`src/sv/spa_pkg.sv`:
```
`timescale 1ns / 1ps
// Shared types, constants and helpers of the spin projection accumulator.
package spa_pkg;

    localparam int SPIN_WIDTH_DEF = 32;

    localparam int MUL_A_W = 64;
    localparam int MUL_B_W = 33;
    localparam int MUL_P_W = MUL_A_W + MUL_B_W;
    localparam int DIV_W   = 64;
    localparam int DIV_CNT_W = 7;

    localparam logic [32:0] LOG2E_Q32 = 33'h1_7154_7653;
    localparam logic [31:0] LN2_Q32   = 32'hB172_17F8;
    localparam logic [38:0] XCAP      = 39'h40_0000_0000;

    localparam logic [1:0] FUNC_LINK  = 2'd0;
    localparam logic [1:0] FUNC_BEGIN = 2'd1;
    localparam logic [1:0] FUNC_END   = 2'd2;

    localparam logic [1:0] AXIS_X = 2'd0;
    localparam logic [1:0] AXIS_Y = 2'd1;
    localparam logic [1:0] AXIS_Z = 2'd2;

    localparam logic [2:0] REG_AXIS   = 3'd0;
    localparam logic [2:0] REG_GAUSS  = 3'd1;
    localparam logic [2:0] REG_NORM   = 3'd2;
    localparam logic [2:0] REG_INVLSQ = 3'd3;
    localparam logic [2:0] REG_SLICES = 3'd4;

    typedef struct packed {
        logic                 start;
        logic [MUL_A_W-1:0]   a;
        logic [MUL_B_W-1:0]   b;
    } mul_req_t;

    typedef struct packed {
        logic                 start;
        logic [DIV_W-1:0]     rem0;
        logic [DIV_W-1:0]     dvd;
        logic [DIV_W-1:0]     dvsr;
        logic [DIV_CNT_W-1:0] steps;
    } div_req_t;

    // Saturating signed add; bit 64 flags saturation.
    function automatic logic [64:0] sat_add(input logic [63:0] a, input logic [63:0] b);
        logic [63:0] r;
        logic        ovf;
        r   = a + b;
        ovf = (a[63] == b[63]) && (r[63] != a[63]);
        if (ovf) begin
            return {1'b1, (a[63] ? 64'h8000_0000_0000_0000 : 64'h7FFF_FFFF_FFFF_FFFF)};
        end
        return {1'b0, r};
    endfunction

endpackage

```
`src/sv/spa_mul.sv`:
```
`timescale 1ns / 1ps
// Radix-2 shift-and-add multiplier, one bit of operand b per cycle.
module spa_mul (
    input  logic                            aclk,
    input  logic                            aresetn,
    input  spa_pkg::mul_req_t               req,
    output logic [spa_pkg::MUL_P_W-1:0]     prod,
    output logic                            done
);

    logic [spa_pkg::MUL_A_W-1:0] a_reg;
    logic [spa_pkg::MUL_B_W-1:0] b_reg;
    logic [spa_pkg::MUL_P_W-1:0] p_reg;
    logic [5:0]                  cnt_reg;
    logic                        done_reg;

    always_ff @(posedge aclk) begin
        if (!aresetn) begin
            cnt_reg  <= '0;
            done_reg <= 1'b0;
        end else begin
            done_reg <= 1'b0;
            if (req.start) begin
                a_reg   <= req.a;
                b_reg   <= req.b;
                p_reg   <= '0;
                cnt_reg <= 6'(spa_pkg::MUL_B_W);
            end else if (cnt_reg != 6'd0) begin
                // MSB first: shift the partial product, add a where the bit is set
                p_reg    <= {p_reg[spa_pkg::MUL_P_W-2:0], 1'b0}
                          + (b_reg[spa_pkg::MUL_B_W-1] ? spa_pkg::MUL_P_W'(a_reg)
                                                       : spa_pkg::MUL_P_W'(0));
                b_reg    <= {b_reg[spa_pkg::MUL_B_W-2:0], 1'b0};
                cnt_reg  <= cnt_reg - 6'd1;
                done_reg <= (cnt_reg == 6'd1);
            end
        end
    end

    assign prod = p_reg;
    assign done = done_reg;

endmodule

```
`src/sv/spa_div.sv`:
```
`timescale 1ns / 1ps
// Restoring divider, one quotient bit per cycle, with a preloadable remainder.
module spa_div (
    input  logic                          aclk,
    input  logic                          aresetn,
    input  spa_pkg::div_req_t             req,
    output logic [spa_pkg::DIV_W-1:0]     quo,
    output logic                          done
);

    logic [spa_pkg::DIV_W-1:0]     rem_reg;
    logic [spa_pkg::DIV_W-1:0]     dvd_reg;
    logic [spa_pkg::DIV_W-1:0]     dvsr_reg;
    logic [spa_pkg::DIV_W-1:0]     quo_reg;
    logic [spa_pkg::DIV_CNT_W-1:0] cnt_reg;
    logic                          done_reg;
    logic [spa_pkg::DIV_W:0]       trial;
    logic [spa_pkg::DIV_W:0]       diff;
    logic                          ge;

    always_comb begin
        trial = {rem_reg, dvd_reg[spa_pkg::DIV_W-1]};
        diff  = trial - {1'b0, dvsr_reg};
        ge    = trial >= {1'b0, dvsr_reg};
    end

    always_ff @(posedge aclk) begin
        if (!aresetn) begin
            cnt_reg  <= '0;
            done_reg <= 1'b0;
        end else begin
            done_reg <= 1'b0;
            if (req.start) begin
                rem_reg  <= req.rem0;
                dvd_reg  <= req.dvd;
                dvsr_reg <= req.dvsr;
                quo_reg  <= '0;
                cnt_reg  <= req.steps;
            end else if (cnt_reg != '0) begin
                rem_reg  <= ge ? diff[spa_pkg::DIV_W-1:0] : trial[spa_pkg::DIV_W-1:0];
                dvd_reg  <= {dvd_reg[spa_pkg::DIV_W-2:0], 1'b0};
                quo_reg  <= {quo_reg[spa_pkg::DIV_W-2:0], ge};
                cnt_reg  <= cnt_reg - spa_pkg::DIV_CNT_W'(1);
                done_reg <= (cnt_reg == spa_pkg::DIV_CNT_W'(1));
            end
        end
    end

    assign quo  = quo_reg;
    assign done = done_reg;

endmodule

```
`src/sv/spin_projection_accumulator.sv`:
```
`timescale 1ns / 1ps
// Top level: configuration registers, link sequencer and accumulators.
//
// One request at a time. A link request runs a sequencer over one shared
// 33-step shift-add multiplier and one bit-serial divider: a normalize loop
// that halves all magnitudes until each is below 2^30, 8 to 10 multiplies
// (squares, axis products, exponent argument), a 13-term Taylor series with
// one multiply and one 32-step divide per term, the ratio divide when the
// projection is smaller than the norm, and two scaling multiplies. A link with
// zero norm or axis three stops after the squares and any axis products. An
// end request runs a 64-step divide by slice_count; begin and unused codes go
// straight to the output register. The result waits in the output register
// until taken.
module spin_projection_accumulator #(
    parameter int SPIN_WIDTH = spa_pkg::SPIN_WIDTH_DEF
) (
    input  logic                   aclk,
    input  logic                   aresetn,
    input  logic                   psel,
    input  logic                   penable,
    input  logic                   pwrite,
    input  logic [4:0]             paddr,
    input  logic [31:0]            pwdata,
    output logic [31:0]            prdata,
    output logic                   pready,
    input  logic                   s_valid,
    output logic                   s_ready,
    input  logic [1:0]             s_func,
    input  logic [SPIN_WIDTH-1:0]  s_spin_a,
    input  logic [SPIN_WIDTH-1:0]  s_spin_b,
    input  logic [SPIN_WIDTH-1:0]  s_spin_c,
    input  logic [SPIN_WIDTH-1:0]  s_spin_d,
    output logic                   m_valid,
    input  logic                   m_ready,
    output logic [63:0]            m_slice_total,
    output logic [63:0]            m_grand_total,
    output logic [31:0]            m_measure_count,
    output logic                   m_zero_norm,
    output logic                   m_saturated
);

    localparam int SH_W = 6;

    typedef enum logic [4:0] {
        ST_IDLE  = 5'b00001,
        ST_SHIFT = 5'b00010,
        ST_MUL   = 5'b00100,
        ST_DIV   = 5'b01000,
        ST_OUT   = 5'b10000
    } state_t;

    typedef enum logic [3:0] {
        OP_SQ, OP_PA, OP_PB, OP_X1, OP_X2, OP_Y, OP_U, OP_T, OP_A, OP_M,
        OP_DT, OP_DR, OP_DE
    } op_t;

    state_t state_reg;
    op_t    op_reg;
    logic   wait_reg;

    logic [1:0]  axis_reg;
    logic [31:0] gauss_reg;
    logic [31:0] norm_reg;
    logic [31:0] invl_reg;
    logic [15:0] slices_reg;

    logic [63:0] slice_reg;
    logic [63:0] total_reg;
    logic [31:0] count_reg;
    logic        zero_reg;
    logic        sat_reg;

    logic [SPIN_WIDTH-1:0] mag_reg [4];
    logic [3:0]            neg_reg;
    logic [SH_W-1:0]       sh_reg;
    logic [1:0]            j_reg;
    logic [63:0]           q_reg;
    logic signed [63:0]    p_reg;
    logic [63:0]           x_reg;
    logic [6:0]            n_reg;
    logic [31:0]           u_reg;
    logic [32:0]           term_reg;
    logic [33:0]           sum_reg;
    logic [3:0]            k_reg;
    logic [33:0]           e_reg;
    logic [32:0]           r_reg;
    logic [33:0]           a3_reg;

    spa_pkg::mul_req_t           mreq;
    spa_pkg::div_req_t           dreq;
    logic [spa_pkg::MUL_P_W-1:0] prod;
    logic                        mul_done;
    logic [63:0]                 quo;
    logic                        div_done;

    logic [SPIN_WIDTH-1:0] spin_in [4];
    logic [SPIN_WIDTH-1:0] mag_in [4];
    logic                  big;
    logic                  cfg_wr;
    logic                  skip_zero;
    logic                  skip;
    logic [59:0]           prod60;
    logic                  psign;
    logic [63:0]           sprod;
    logic [72:0]           t73;
    logic [38:0]           x2;
    logic [38:0]           lim;
    logic [38:0]           x3;
    logic                  pneg;
    logic [63:0]           pm;
    logic [33:0]           tq;
    logic [33:0]           sum_new;
    logic [63:0]           mval;
    logic [64:0]           link_add;
    logic                  sneg;
    logic [63:0]           mg;
    logic [63:0]           avg;
    logic [64:0]           end_add;

    assign cfg_wr = psel && penable && pwrite && pready;
    assign pready = 1'b1;

    always_comb begin
        case (paddr[4:2])
            spa_pkg::REG_AXIS:   prdata = {30'd0, axis_reg};
            spa_pkg::REG_GAUSS:  prdata = gauss_reg;
            spa_pkg::REG_NORM:   prdata = norm_reg;
            spa_pkg::REG_INVLSQ: prdata = invl_reg;
            spa_pkg::REG_SLICES: prdata = {16'd0, slices_reg};
            default:             prdata = 32'd0;
        endcase
    end

    always_comb begin
        spin_in[0] = s_spin_a;
        spin_in[1] = s_spin_b;
        spin_in[2] = s_spin_c;
        spin_in[3] = s_spin_d;
        for (int i = 0; i < 4; i++) begin
            mag_in[i] = spin_in[i][SPIN_WIDTH-1] ? (~spin_in[i] + 1'b1) : spin_in[i];
        end
        big = 1'b0;
        for (int i = 0; i < 4; i++) begin
            big = big || (64'(mag_reg[i]) >= 64'h4000_0000);
        end
    end

    // Link datapath helpers
    always_comb begin
        skip_zero = (q_reg == 64'd0) || (invl_reg == 32'd0);
        skip      = (op_reg == OP_X1) && (skip_zero || (axis_reg == 2'd3));
        prod60    = prod[59:0];
        if (op_reg == OP_PA) begin
            psign = (axis_reg == spa_pkg::AXIS_X) ? (neg_reg[1] ^ neg_reg[3])
                                                  : (neg_reg[0] ^ neg_reg[1]);
        end else begin
            psign = (axis_reg == spa_pkg::AXIS_X) ? (neg_reg[0] ^ neg_reg[2])
                                                  : (neg_reg[2] ^ neg_reg[3]);
        end
        sprod = psign ? (64'd0 - 64'(prod60)) : 64'(prod60);
        t73   = prod[96:24];
        x2    = (t73 > 73'(spa_pkg::XCAP)) ? spa_pkg::XCAP : t73[38:0];
        lim   = spa_pkg::XCAP >> {sh_reg, 1'b0};
        x3    = (x2 > lim) ? spa_pkg::XCAP : (x2 << {sh_reg, 1'b0});
        pneg  = p_reg[63];
        pm    = pneg ? (64'd0 - p_reg) : p_reg;
        tq    = 34'(quo[31:0]);
        if (k_reg[0]) begin
            sum_new = (sum_reg >= tq) ? (sum_reg - tq) : 34'd0;
        end else begin
            sum_new = sum_reg + tq;
        end
        mval     = 64'(prod[66:25]);
        link_add = spa_pkg::sat_add(slice_reg, pneg ? (64'd0 - mval) : mval);
        sneg     = slice_reg[63];
        mg       = sneg ? (64'd0 - slice_reg) : slice_reg;
        avg      = sneg ? (64'd0 - quo) : quo;
        end_add  = spa_pkg::sat_add(total_reg, avg);
    end

    always_comb begin
        mreq       = '0;
        mreq.start = (state_reg == ST_MUL) && !wait_reg && !skip;
        case (op_reg)
            OP_SQ: begin
                mreq.a = 64'(mag_reg[j_reg]);
                mreq.b = 33'(mag_reg[j_reg]);
            end
            OP_PA: begin
                mreq.a = (axis_reg == spa_pkg::AXIS_X) ? 64'(mag_reg[1]) : 64'(mag_reg[0]);
                mreq.b = (axis_reg == spa_pkg::AXIS_X) ? 33'(mag_reg[3]) : 33'(mag_reg[1]);
            end
            OP_PB: begin
                mreq.a = (axis_reg == spa_pkg::AXIS_X) ? 64'(mag_reg[0]) : 64'(mag_reg[2]);
                mreq.b = (axis_reg == spa_pkg::AXIS_X) ? 33'(mag_reg[2]) : 33'(mag_reg[3]);
            end
            OP_X1: begin
                mreq.a = q_reg;
                mreq.b = 33'(invl_reg);
            end
            OP_X2: begin
                mreq.a = x_reg;
                mreq.b = 33'(gauss_reg);
            end
            OP_Y: begin
                mreq.a = x_reg;
                mreq.b = spa_pkg::LOG2E_Q32;
            end
            OP_U: begin
                mreq.a = 64'(u_reg);
                mreq.b = 33'(spa_pkg::LN2_Q32);
            end
            OP_T: begin
                mreq.a = 64'(term_reg);
                mreq.b = 33'(u_reg);
            end
            OP_A: begin
                mreq.a = 64'(e_reg);
                mreq.b = 33'(norm_reg);
            end
            OP_M: begin
                mreq.a = 64'(a3_reg);
                mreq.b = r_reg;
            end
            default: begin
                mreq.a = '0;
                mreq.b = '0;
            end
        endcase
    end

    always_comb begin
        dreq       = '0;
        dreq.start = (state_reg == ST_DIV) && !wait_reg;
        case (op_reg)
            OP_DT: begin
                dreq.dvd   = {term_reg[31:0], 32'd0};
                dreq.dvsr  = 64'(k_reg);
                dreq.steps = 7'd32;
            end
            OP_DR: begin
                dreq.rem0  = pm;
                dreq.dvsr  = q_reg;
                dreq.steps = 7'd32;
            end
            OP_DE: begin
                dreq.dvd   = mg;
                dreq.dvsr  = (slices_reg == 16'd0) ? 64'd1 : 64'(slices_reg);
                dreq.steps = 7'd64;
            end
            default: begin
                dreq.steps = '0;
            end
        endcase
    end

    spa_mul u_mul (
        .aclk    (aclk),
        .aresetn (aresetn),
        .req     (mreq),
        .prod    (prod),
        .done    (mul_done)
    );

    spa_div u_div (
        .aclk    (aclk),
        .aresetn (aresetn),
        .req     (dreq),
        .quo     (quo),
        .done    (div_done)
    );

    always_ff @(posedge aclk) begin
        if (!aresetn) begin
            state_reg  <= ST_IDLE;
            op_reg     <= OP_SQ;
            wait_reg   <= 1'b0;
            axis_reg   <= 2'd0;
            gauss_reg  <= 32'd0;
            norm_reg   <= 32'h0100_0000;
            invl_reg   <= 32'h0001_0000;
            slices_reg <= 16'd1;
            slice_reg  <= 64'd0;
            total_reg  <= 64'd0;
            count_reg  <= 32'd0;
            zero_reg   <= 1'b0;
            sat_reg    <= 1'b0;
        end else begin
            if (cfg_wr) begin
                case (paddr[4:2])
                    spa_pkg::REG_AXIS:   axis_reg   <= pwdata[1:0];
                    spa_pkg::REG_GAUSS:  gauss_reg  <= pwdata;
                    spa_pkg::REG_NORM:   norm_reg   <= pwdata;
                    spa_pkg::REG_INVLSQ: invl_reg   <= pwdata;
                    spa_pkg::REG_SLICES: slices_reg <= pwdata[15:0];
                    default: ;
                endcase
            end
            case (state_reg)
                ST_IDLE: begin
                    if (s_valid) begin
                        zero_reg <= 1'b0;
                        sat_reg  <= 1'b0;
                        wait_reg <= 1'b0;
                        case (s_func)
                            spa_pkg::FUNC_LINK: begin
                                for (int i = 0; i < 4; i++) begin
                                    mag_reg[i] <= mag_in[i];
                                    neg_reg[i] <= spin_in[i][SPIN_WIDTH-1];
                                end
                                sh_reg    <= '0;
                                j_reg     <= 2'd0;
                                q_reg     <= 64'd0;
                                p_reg     <= 64'sd0;
                                op_reg    <= OP_SQ;
                                state_reg <= ST_SHIFT;
                            end
                            spa_pkg::FUNC_BEGIN: begin
                                slice_reg <= 64'd0;
                                state_reg <= ST_OUT;
                            end
                            spa_pkg::FUNC_END: begin
                                op_reg    <= OP_DE;
                                state_reg <= ST_DIV;
                            end
                            default: state_reg <= ST_OUT;
                        endcase
                    end
                end
                ST_SHIFT: begin
                    // Scale down until every magnitude is below 2^30
                    if (big) begin
                        for (int i = 0; i < 4; i++) begin
                            mag_reg[i] <= mag_reg[i] >> 1;
                        end
                        sh_reg <= sh_reg + 1'b1;
                    end else begin
                        state_reg <= ST_MUL;
                    end
                end
                ST_MUL: begin
                    if (!wait_reg) begin
                        if (skip) begin
                            zero_reg  <= skip_zero;
                            state_reg <= ST_OUT;
                        end else begin
                            wait_reg <= 1'b1;
                        end
                    end else if (mul_done) begin
                        wait_reg <= 1'b0;
                        case (op_reg)
                            OP_SQ: begin
                                q_reg <= q_reg + 64'(prod60);
                                if (axis_reg == spa_pkg::AXIS_Z) begin
                                    p_reg <= (j_reg == 2'd0 || j_reg == 2'd3)
                                           ? p_reg + 64'(prod60) : p_reg - 64'(prod60);
                                end
                                if (j_reg == 2'd3) begin
                                    op_reg <= (axis_reg == spa_pkg::AXIS_X ||
                                               axis_reg == spa_pkg::AXIS_Y) ? OP_PA : OP_X1;
                                end else begin
                                    j_reg <= j_reg + 2'd1;
                                end
                            end
                            OP_PA: begin
                                p_reg  <= p_reg + sprod;
                                op_reg <= OP_PB;
                            end
                            OP_PB: begin
                                p_reg  <= (axis_reg == spa_pkg::AXIS_X)
                                        ? ((p_reg - sprod) <<< 1) : ((p_reg + sprod) <<< 1);
                                op_reg <= OP_X1;
                            end
                            OP_X1: begin
                                x_reg  <= 64'(prod[93:32]);
                                op_reg <= OP_X2;
                            end
                            OP_X2: begin
                                x_reg  <= 64'(x3);
                                op_reg <= OP_Y;
                            end
                            OP_Y: begin
                                n_reg  <= prod[70:64];
                                u_reg  <= prod[63:32];
                                op_reg <= OP_U;
                            end
                            OP_U: begin
                                u_reg    <= prod[63:32];
                                term_reg <= 33'h1_0000_0000;
                                sum_reg  <= 34'h1_0000_0000;
                                k_reg    <= 4'd1;
                                op_reg   <= OP_T;
                            end
                            OP_T: begin
                                term_reg  <= 33'(prod[63:32]);
                                op_reg    <= OP_DT;
                                state_reg <= ST_DIV;
                            end
                            OP_A: begin
                                a3_reg <= {1'b0, prod[63:32], 1'b0} + 34'(prod[63:32]);
                                op_reg <= OP_M;
                            end
                            OP_M: begin
                                slice_reg <= link_add[63:0];
                                sat_reg   <= link_add[64];
                                state_reg <= ST_OUT;
                            end
                            default: state_reg <= ST_OUT;
                        endcase
                    end
                end
                ST_DIV: begin
                    if (!wait_reg) begin
                        wait_reg <= 1'b1;
                    end else if (div_done) begin
                        wait_reg <= 1'b0;
                        case (op_reg)
                            OP_DT: begin
                                term_reg <= 33'(quo[31:0]);
                                sum_reg  <= sum_new;
                                if (k_reg == 4'd13) begin
                                    e_reg <= n_reg[6] ? 34'd0 : (sum_new >> n_reg[5:0]);
                                    if (pm >= q_reg) begin
                                        r_reg     <= 33'h1_0000_0000;
                                        op_reg    <= OP_A;
                                        state_reg <= ST_MUL;
                                    end else begin
                                        op_reg <= OP_DR;
                                    end
                                end else begin
                                    k_reg     <= k_reg + 4'd1;
                                    op_reg    <= OP_T;
                                    state_reg <= ST_MUL;
                                end
                            end
                            OP_DR: begin
                                r_reg     <= 33'(quo[31:0]);
                                op_reg    <= OP_A;
                                state_reg <= ST_MUL;
                            end
                            OP_DE: begin
                                slice_reg <= avg;
                                total_reg <= end_add[63:0];
                                sat_reg   <= end_add[64];
                                count_reg <= count_reg + 32'd1;
                                state_reg <= ST_OUT;
                            end
                            default: state_reg <= ST_OUT;
                        endcase
                    end
                end
                ST_OUT: begin
                    if (m_ready) begin
                        state_reg <= ST_IDLE;
                    end
                end
                default: state_reg <= ST_IDLE;
            endcase
        end
    end

    assign s_ready         = (state_reg == ST_IDLE);
    assign m_valid         = (state_reg == ST_OUT);
    assign m_slice_total   = slice_reg;
    assign m_grand_total   = total_reg;
    assign m_measure_count = count_reg;
    assign m_zero_norm     = zero_reg;
    assign m_saturated     = sat_reg;

    a_no_overlap: assert property (@(posedge aclk) disable iff (!aresetn)
        !(s_ready && m_valid))
        else $error("input ready while a result is pending");

    a_busy_after_accept: assert property (@(posedge aclk) disable iff (!aresetn)
        s_valid && s_ready |=> !s_ready)
        else $error("ready held after accepting a request");

    a_zero_no_sat: assert property (@(posedge aclk) disable iff (!aresetn)
        m_valid && m_zero_norm |-> !m_saturated)
        else $error("zero-norm link reported saturation");

    a_count_step: assert property (@(posedge aclk) disable iff (!aresetn)
        m_valid && $rose(m_valid) && (m_measure_count != $past(m_measure_count))
        |-> m_measure_count == $past(m_measure_count) + 32'd1)
        else $error("measurement count moved by more than one");

endmodule

```
`config.mk`:
```
export PLATFORM = sky130hd
export DESIGN_NAME = spin_projection_accumulator
export DESIGN_NICKNAME = d
export VERILOG_FILES = /design/src/sv/spa_pkg.sv /design/src/sv/spa_mul.sv /design/src/sv/spa_div.sv /design/src/sv/spin_projection_accumulator.sv
export SDC_FILE = /design/constraint.sdc
export NUM_CORES = 2
export LEC_CHECK = 0
export BUFFER_PORTS_ARGS = -buffer_cell sky130_fd_sc_hd__buf_4
export CELL_PAD_IN_SITES_DETAIL_PLACEMENT = 1
export CELL_PAD_IN_SITES_GLOBAL_PLACEMENT = 2
export CORE_MARGIN = 4
export CORE_UTILIZATION = 30
export CTS_CLUSTER_DIAMETER = 80
export DETAILED_ROUTE_END_ITERATION = 7
export PLACE_DENSITY = 0.73
export REMOVE_ABC_BUFFERS = 1
export SLEW_MARGIN = 40
export SYNTH_ARGS = -nofsm -noshare
export SYNTH_HDL_FRONTEND = slang
export SYNTH_SLANG_ARGS = --single-unit
```
`constraint.sdc`:
```
create_clock -name aclk -period 16.1 [get_ports aclk]
set_clock_uncertainty 0.05 [all_clocks]
set_input_delay 1.61 -clock aclk [delete_from_list [all_inputs] [get_ports aclk]]
set_output_delay 1.61 -clock aclk [all_outputs]
set_load 0.05 [all_outputs]
```
# After elaboration in Yosys (flattened, before gate mapping)
# Memories as Yosys holds them, arrays and structs flattened. A register that Yosys moved wholly into a read port is not among the register bits.
# Index checks and enable logic that the tools add are counted.
# word_totals
output_inout_bits,197
mem_bits_ro,0
mem_count,1
regBits,1166
mem_bits_rw,128
latch_bits,0
# memory_table
memory,depth,word_bits,read_ports,rd_ports_with_merged_regs,write_ports,line_no,text
mag_reg,4,32,5,1,4,spin_projection_accumulator.sv:73,logic [SPIN_WIDTH-1:0] mag_reg [4];
# classes
n_addsub,27
n_mul,0
n_reduce_logical,71
eq_ne,66
n_lt_le_gt_ge,9
n_shift,3
bitwise,15
div_mod_pow,0
muxes,166
# op_table
operator,count
$mux 64,33
$pmux 97 s10,1
$pmux 64 s3,3
$pmux 64 s2,4
$mux 32,12
$mux 33,9
$mux 34,8
$mux 65,4
$pmux 33 s2,3
$add 64x64->64,3
$sub 1x64->64 const A,3
$add 32x1->32 const B,5
$pmux 32 s5,1
$add 64x60->64,2
$ge 32x31->1 const B,4
$not 32->32,4
$add 97x97->97,1
$mux 97,1
$mux 39,2
$gt 73x39->1 const B,1
$pmux 34 s2,1
$ge 65x64->1,1
$ge 64x64->1,1
$logic_not 64->1,1
other kinds (87),249

# Depth between registers and ports, before layout
# logic_depth
ltp_word,11
mapped_depth,29
ltp_nobuf,27

# Hierarchy
# Synthesis repeated with hierarchy kept, for this count alone.
# unflattened
cells_unflattened,13058
hier_area_um2,109741.5
# by_module_without_submodules
module,seq_area_each_um2,n_inst,cells_per_inst,area_each_um2
spin_projection_accumulator,21981.1,1,10539,82689.3
spa_div,7847.5,1,1317,14737.9
spa_mul,5965.7,1,1202,12314.3

# Least setup slack after synthesis
# No wires, ideal clock.
# synth_path
path_type,input-to-reg
startpoint,in aresetn
endpoint,reg u_div.cnt_reg[5] in the netlist's numbering
setup_slack_ns,5.169
cell_stages,4
required_ns,15.937
arrival_ns,10.768
path_buffers,1
cell_sequence,clkbuf_1 > inv_2 > nor2_1 > and3_1
# synth_rtl
element,line_no,text
start: declaration,spin_projection_accumulator.sv:18,"input logic aresetn,"
end signal: assignment,spa_div.sv:38,cnt_reg <= req.steps;
end signal: assignment,spa_div.sv:43,cnt_reg <= cnt_reg - spa_pkg::DIV_CNT_W'(1);
end: declaration,spa_div.sv:15,logic [spa_pkg::DIV_CNT_W-1:0] cnt_reg;

# Worst setup path in the final report
# layout_path
startpoint,reg u_mul.p_reg (netlist bit u_mul.prod[26])
endpoint,"reg slice_reg[54], in the netlist m_slice_total[54]"
# layout_between
elab_chain_cells,11
elab_cells_between_ends,12
classes_between,add/sub (2); eq/ne (2); mux (7); reduce/logical (1)
# layout_rtl
element,line_no,text
start: declaration,spa_mul.sv:13,logic [spa_pkg::MUL_P_W-1:0] p_reg;
start signal: assignment,spa_mul.sv:30,"p_reg <= {p_reg[spa_pkg::MUL_P_W-2:0], 1'b0}"
$sub 1x42->43,spin_projection_accumulator.sv:174,"link_add = spa_pkg::sat_add(slice_reg, pneg ? (64'd0 - mval) : mval);"
$mux 64 (*),spin_projection_accumulator.sv:174,
$add 64x64->64,spa_pkg.sv:49,r = a + b;
$ne 1x1->1,spa_pkg.sv:50,ovf = (a[63] == b[63]) && (r[63] != a[63]);
$logic_and 1x1->1,spa_pkg.sv:50,
$mux 1,spa_pkg.sv:51,if (ovf) begin
$mux 65 (*),spa_pkg.sv:54,"return {1'b0, r};"
$mux 64 (*),spin_projection_accumulator.sv:351,case (op_reg)
$mux 64 (*),spin_projection_accumulator.sv:349,end else if (mul_done) begin
$mux 64 (*),spin_projection_accumulator.sv:342,if (!wait_reg) begin
$pmux 64 s3 (*),spin_projection_accumulator.sv:299,case (state_reg)
end signal: assignment,spin_projection_accumulator.sv:404,slice_reg <= link_add[63:0];
end signal: assignment,spin_projection_accumulator.sv:442,slice_reg <= avg;
end: declaration,spin_projection_accumulator.sv:67,logic [63:0] slice_reg;
# Mark *: on every way between the ends. The rest lies on a longest branch, timed or not. The select of a mux whose other input is x is not followed.
# A chain may end at the register's enable or synchronous reset.

==> impl_metrics.tcl <==
set metrics [dict create \
    ys_types 99 \
    cp.required_ps 16750 \
    library_cell_with_the_largest_summed_area_after_synthesis "sky130_fd_sc_hd__edfxtp_1" \
    min_delay_path_depth 2 \
    rsz0062_at_grt "no" \
    synth_enable_flop_cells 988 \
    ant_nets 0 \
    post_cts.resized_instances 0 \
    layout_setup_ws_ps 7180 \
    layout_nets 13600 \
    post_synth.cell_area_avg_sq_um 8.41 \
    fp.coreArea_sq_mm 0.353 \
    vias_per_cell 5.89 \
    number_of_global_route_vias_before_repair 101000 \
    areaGrowthSynthToFinish_pct 13.3 \
    dp.final_hpwl_mm 409 \
    end_kind "flop" \
    groute.usage.overall_pct 27.8 \
    max_freq_mhz 112 \
    numCtsBuffers 176 \
    fin_util_pct 34.2 \
    r2r-start "u_mul.prod[26]" \
    postSynth.topFlopCell "sky130_fd_sc_hd__edfxtp_1" \
    ys_ff_latch 1294 \
    max_cap_violations 0 \
    largest_register_ffs 128 \
    i_o_pins 371 \
    library_cell_with_the_highest_instance_count_after_synthesis "sky130_fd_sc_hd__nand2_1" \
    clock_tree.root_cell "sky130_fd_sc_hd__clkbuf_16" \
    final_clock_period_utilization_by_the_worst_path_pct 55.4 \
    grt_antenna_before_repair 59 \
    outcome "finished with violations" \
    drt_pass1_iterations 8 \
    global_routing_usage_on_met2_pct 42.3 \
    cts.sinks 1294 \
    fp-row-count 218 \
    drv_slew 0 \
    drive_above_1_share_pct 8.61 \
    initial_core_utilization_pct 30.1 \
    grt_max_degree 125 \
    wl_per_cell_um 30.1 \
    die_h_um 603 \
    initial_drc_count 11500 \
    critPathCapture "m_slice_total[54]" \
    insertion_delay_ps 920 \
    synthDominantCellAreaShare_pct 27.9 \
    violated_checks "design-rule violations" \
    maximum_vdd_drop_v 0.000114 \
    placement.io_buffers 367 \
    cts_tree "built" \
    gpl.final_weighted_congestion 0.989 \
    dp_slack_ps 7420 \
    yosysWarnings 0 \
    setup-violations-final 0 \
    drc_errors 6 \
    async_reset_ff_share_pct 0 \
    dr_total_vias 103000 \
    gr-usage-met3_pct 4.49 \
    worst_r2r_path_depth 26 \
    postSynthCellCount 12600 \
    globalRouteOverflowTotal 0 \
    timing.critical_path.fanout_max 42 \
    grt_pass1_wl_mm 750 \
    cp_data_arrival_time_ps 9570 \
    cell_area_synth_sq_mm 0.106 \
    critPathLaunchType "flop" \
    ys_top_cells_by_count "sky130_fd_sc_hd__nand2_1, sky130_fd_sc_hd__a21oi_1, sky130_fd_sc_hd__nor2_1, sky130_fd_sc_hd__o21ai_0, sky130_fd_sc_hd__edfxtp_1" \
    totalNegativeSetupSlack_ps 0 \
    met1_usage_pct 37.9 \
    max-slew-margin-rel_pct 33.3 \
    cp-startpoint "u_mul.prod[26]" \
    power_density_mw_per_mm2 196 \
    final_worst_hold_slack_ps 424 \
    grt-busiest-layer "met2" \
    p_leak_nw 46.3 \
    layout_min_cycle_time_ps 8920 \
    htree_levels 4 \
    finalWirelength_mm 528 \
    dieArea_sq_mm 0.364 \
    r2r-end "m_slice_total[54]" \
    postCtsSetupBuffers 0 \
    timing.final.hold_violations 0 \
    actual_transition_at_the_worst_max_transition_pin_ps 1000 \
    critical_path_class "flop to flop" \
    cts_hold_buffers 0 \
    dominant_cells_by_area_after_synthesis "sky130_fd_sc_hd__edfxtp_1, sky130_fd_sc_hd__ha_1, sky130_fd_sc_hd__dfxtp_1" \
    hold_path.class "flop to flop" \
    floorplan.die.width_um 603 \
    max-clock-path-buffers 4 \
    synth_sequential_area_ratio_pct 33.7 \
    p_total_mw 23.6 \
    cts.reportedPaths.clkPinSlew_ps 60 \
    setup.reg_to_reg.worst_slack_ps 7180 \
]
## routing by layer
metal | up-vias | share of wire, %
met5 | - | 0.010
met4 | 8 | 6.1
met3 | 875 | 7.7
met2 | 4116 | 43
met1 | 52000 | 43
li1 | 46400 | -
## how the worst min path moves through the flow
stage | from | endpoint
6_report | norm_reg[13] | norm_reg[13]
5_1_grt | norm_reg[12] | norm_reg[12]
4_1_cts | norm_reg[12] | norm_reg[12]
3_5_place_dp | norm_reg[12] | norm_reg[12]
3_3_place_gp | norm_reg[18] | norm_reg[18]
2_1_floorplan | u_div.cnt_reg[4] | u_div.cnt_reg[4]
## worst max-delay path: stages (launching register included)
cell and delay, ps:
sky130_fd_sc_hd__edfxtp_1 580, sky130_fd_sc_hd__inv_1 200, sky130_fd_sc_hd__ha_1 200, sky130_fd_sc_hd__or3b_2 570, sky130_fd_sc_hd__or4b_1 670, sky130_fd_sc_hd__nor3_1 300
sky130_fd_sc_hd__and3_1 300, sky130_fd_sc_hd__and3_1 270, sky130_fd_sc_hd__nand3_1 260, sky130_fd_sc_hd__inv_1 130, sky130_fd_sc_hd__nand3_1 470, sky130_fd_sc_hd__o41ai_1 570
sky130_fd_sc_hd__xnor2_1 280, sky130_fd_sc_hd__ha_1 400, sky130_fd_sc_hd__a21oi_1 190, sky130_fd_sc_hd__o21ai_0 110, sky130_fd_sc_hd__and2_1 200, sky130_fd_sc_hd__o21ai_0 160
sky130_fd_sc_hd__a21oi_1 100, sky130_fd_sc_hd__nor2_1 190, sky130_fd_sc_hd__o221a_2 210, sky130_fd_sc_hd__o21ai_0 300, sky130_fd_sc_hd__and3_1 370, sky130_fd_sc_hd__or2_1 410
sky130_fd_sc_hd__buf_4 360, sky130_fd_sc_hd__a21oi_1 690, sky130_fd_sc_hd__a31oi_1 150
## final cells by class
type	count	area [sq um]
Fill cell	41500	232000
Multi-Input combinational cell	10100	66300
Antenna cell	29	72.6
Timing Repair Buffer	570	4530
Sequential cell	1294	35800
Inverter	531	2000
Clock buffer	236	4740
Clock inverter	88	1110
Tap cell	4730	5920
## cell usage in the layout (no fill, tap or decap), drive strengths merged, types with 82 or more instances in the layout
cell type  count
a211oi       103
a21o         326
a21oi       1176
a221oi        82
a22oi        111
a31oi        111
and2         195
buf          570
clkbuf       236
dfxtp        306
edfxtp       988
ha           750
inv          539
mux2i        148
nand2       1403
nand2b       135
nand3        257
nand4        147
nor2        1072
nor2b        130
nor3         191
nor4         101
o21a          88
o21ai       1049
o21bai       121
o22ai        100
o31ai        125
or3          127
xnor2        665
xor2         363
## kinds of logic (layout without fill, tap and decap cells)
family	count (synthesis)	after routing	share of synthesized area, %
other	1	30	0.00353
flip-flops	1294	1294	33.7
multiplexers	233	233	2.76
XOR/XNOR	1028	1028	8.48
buffers and inverters	1273	1425	4.52
adder cells (fa/ha/maj)	762	762	9.04
AND/OR/NAND/NOR	4029	4029	17.7
AO/OA/AOI/OAI	4017	4017	23.8
## where the power goes
| part | switching, mW | internal (mW) |
|---|---|---|
| sequential | 0.742 | 4.46 |
| clock | 1.71 | 2.41 |
| combinational | 9.31 | 4.93 |
| total | 11.8 | 11.8 |
## per-stage QoR
stage	area (sq um)	instances
6_report	120000	17500
5_1_grt	120000	17500
2_1_floorplan	104000	11900
4_1_cts	120000	17500
3_5_place_dp	114000	17200
3_3_place_gp	114000	17200
No activity file was read; power rests on OpenSTA's default activity.
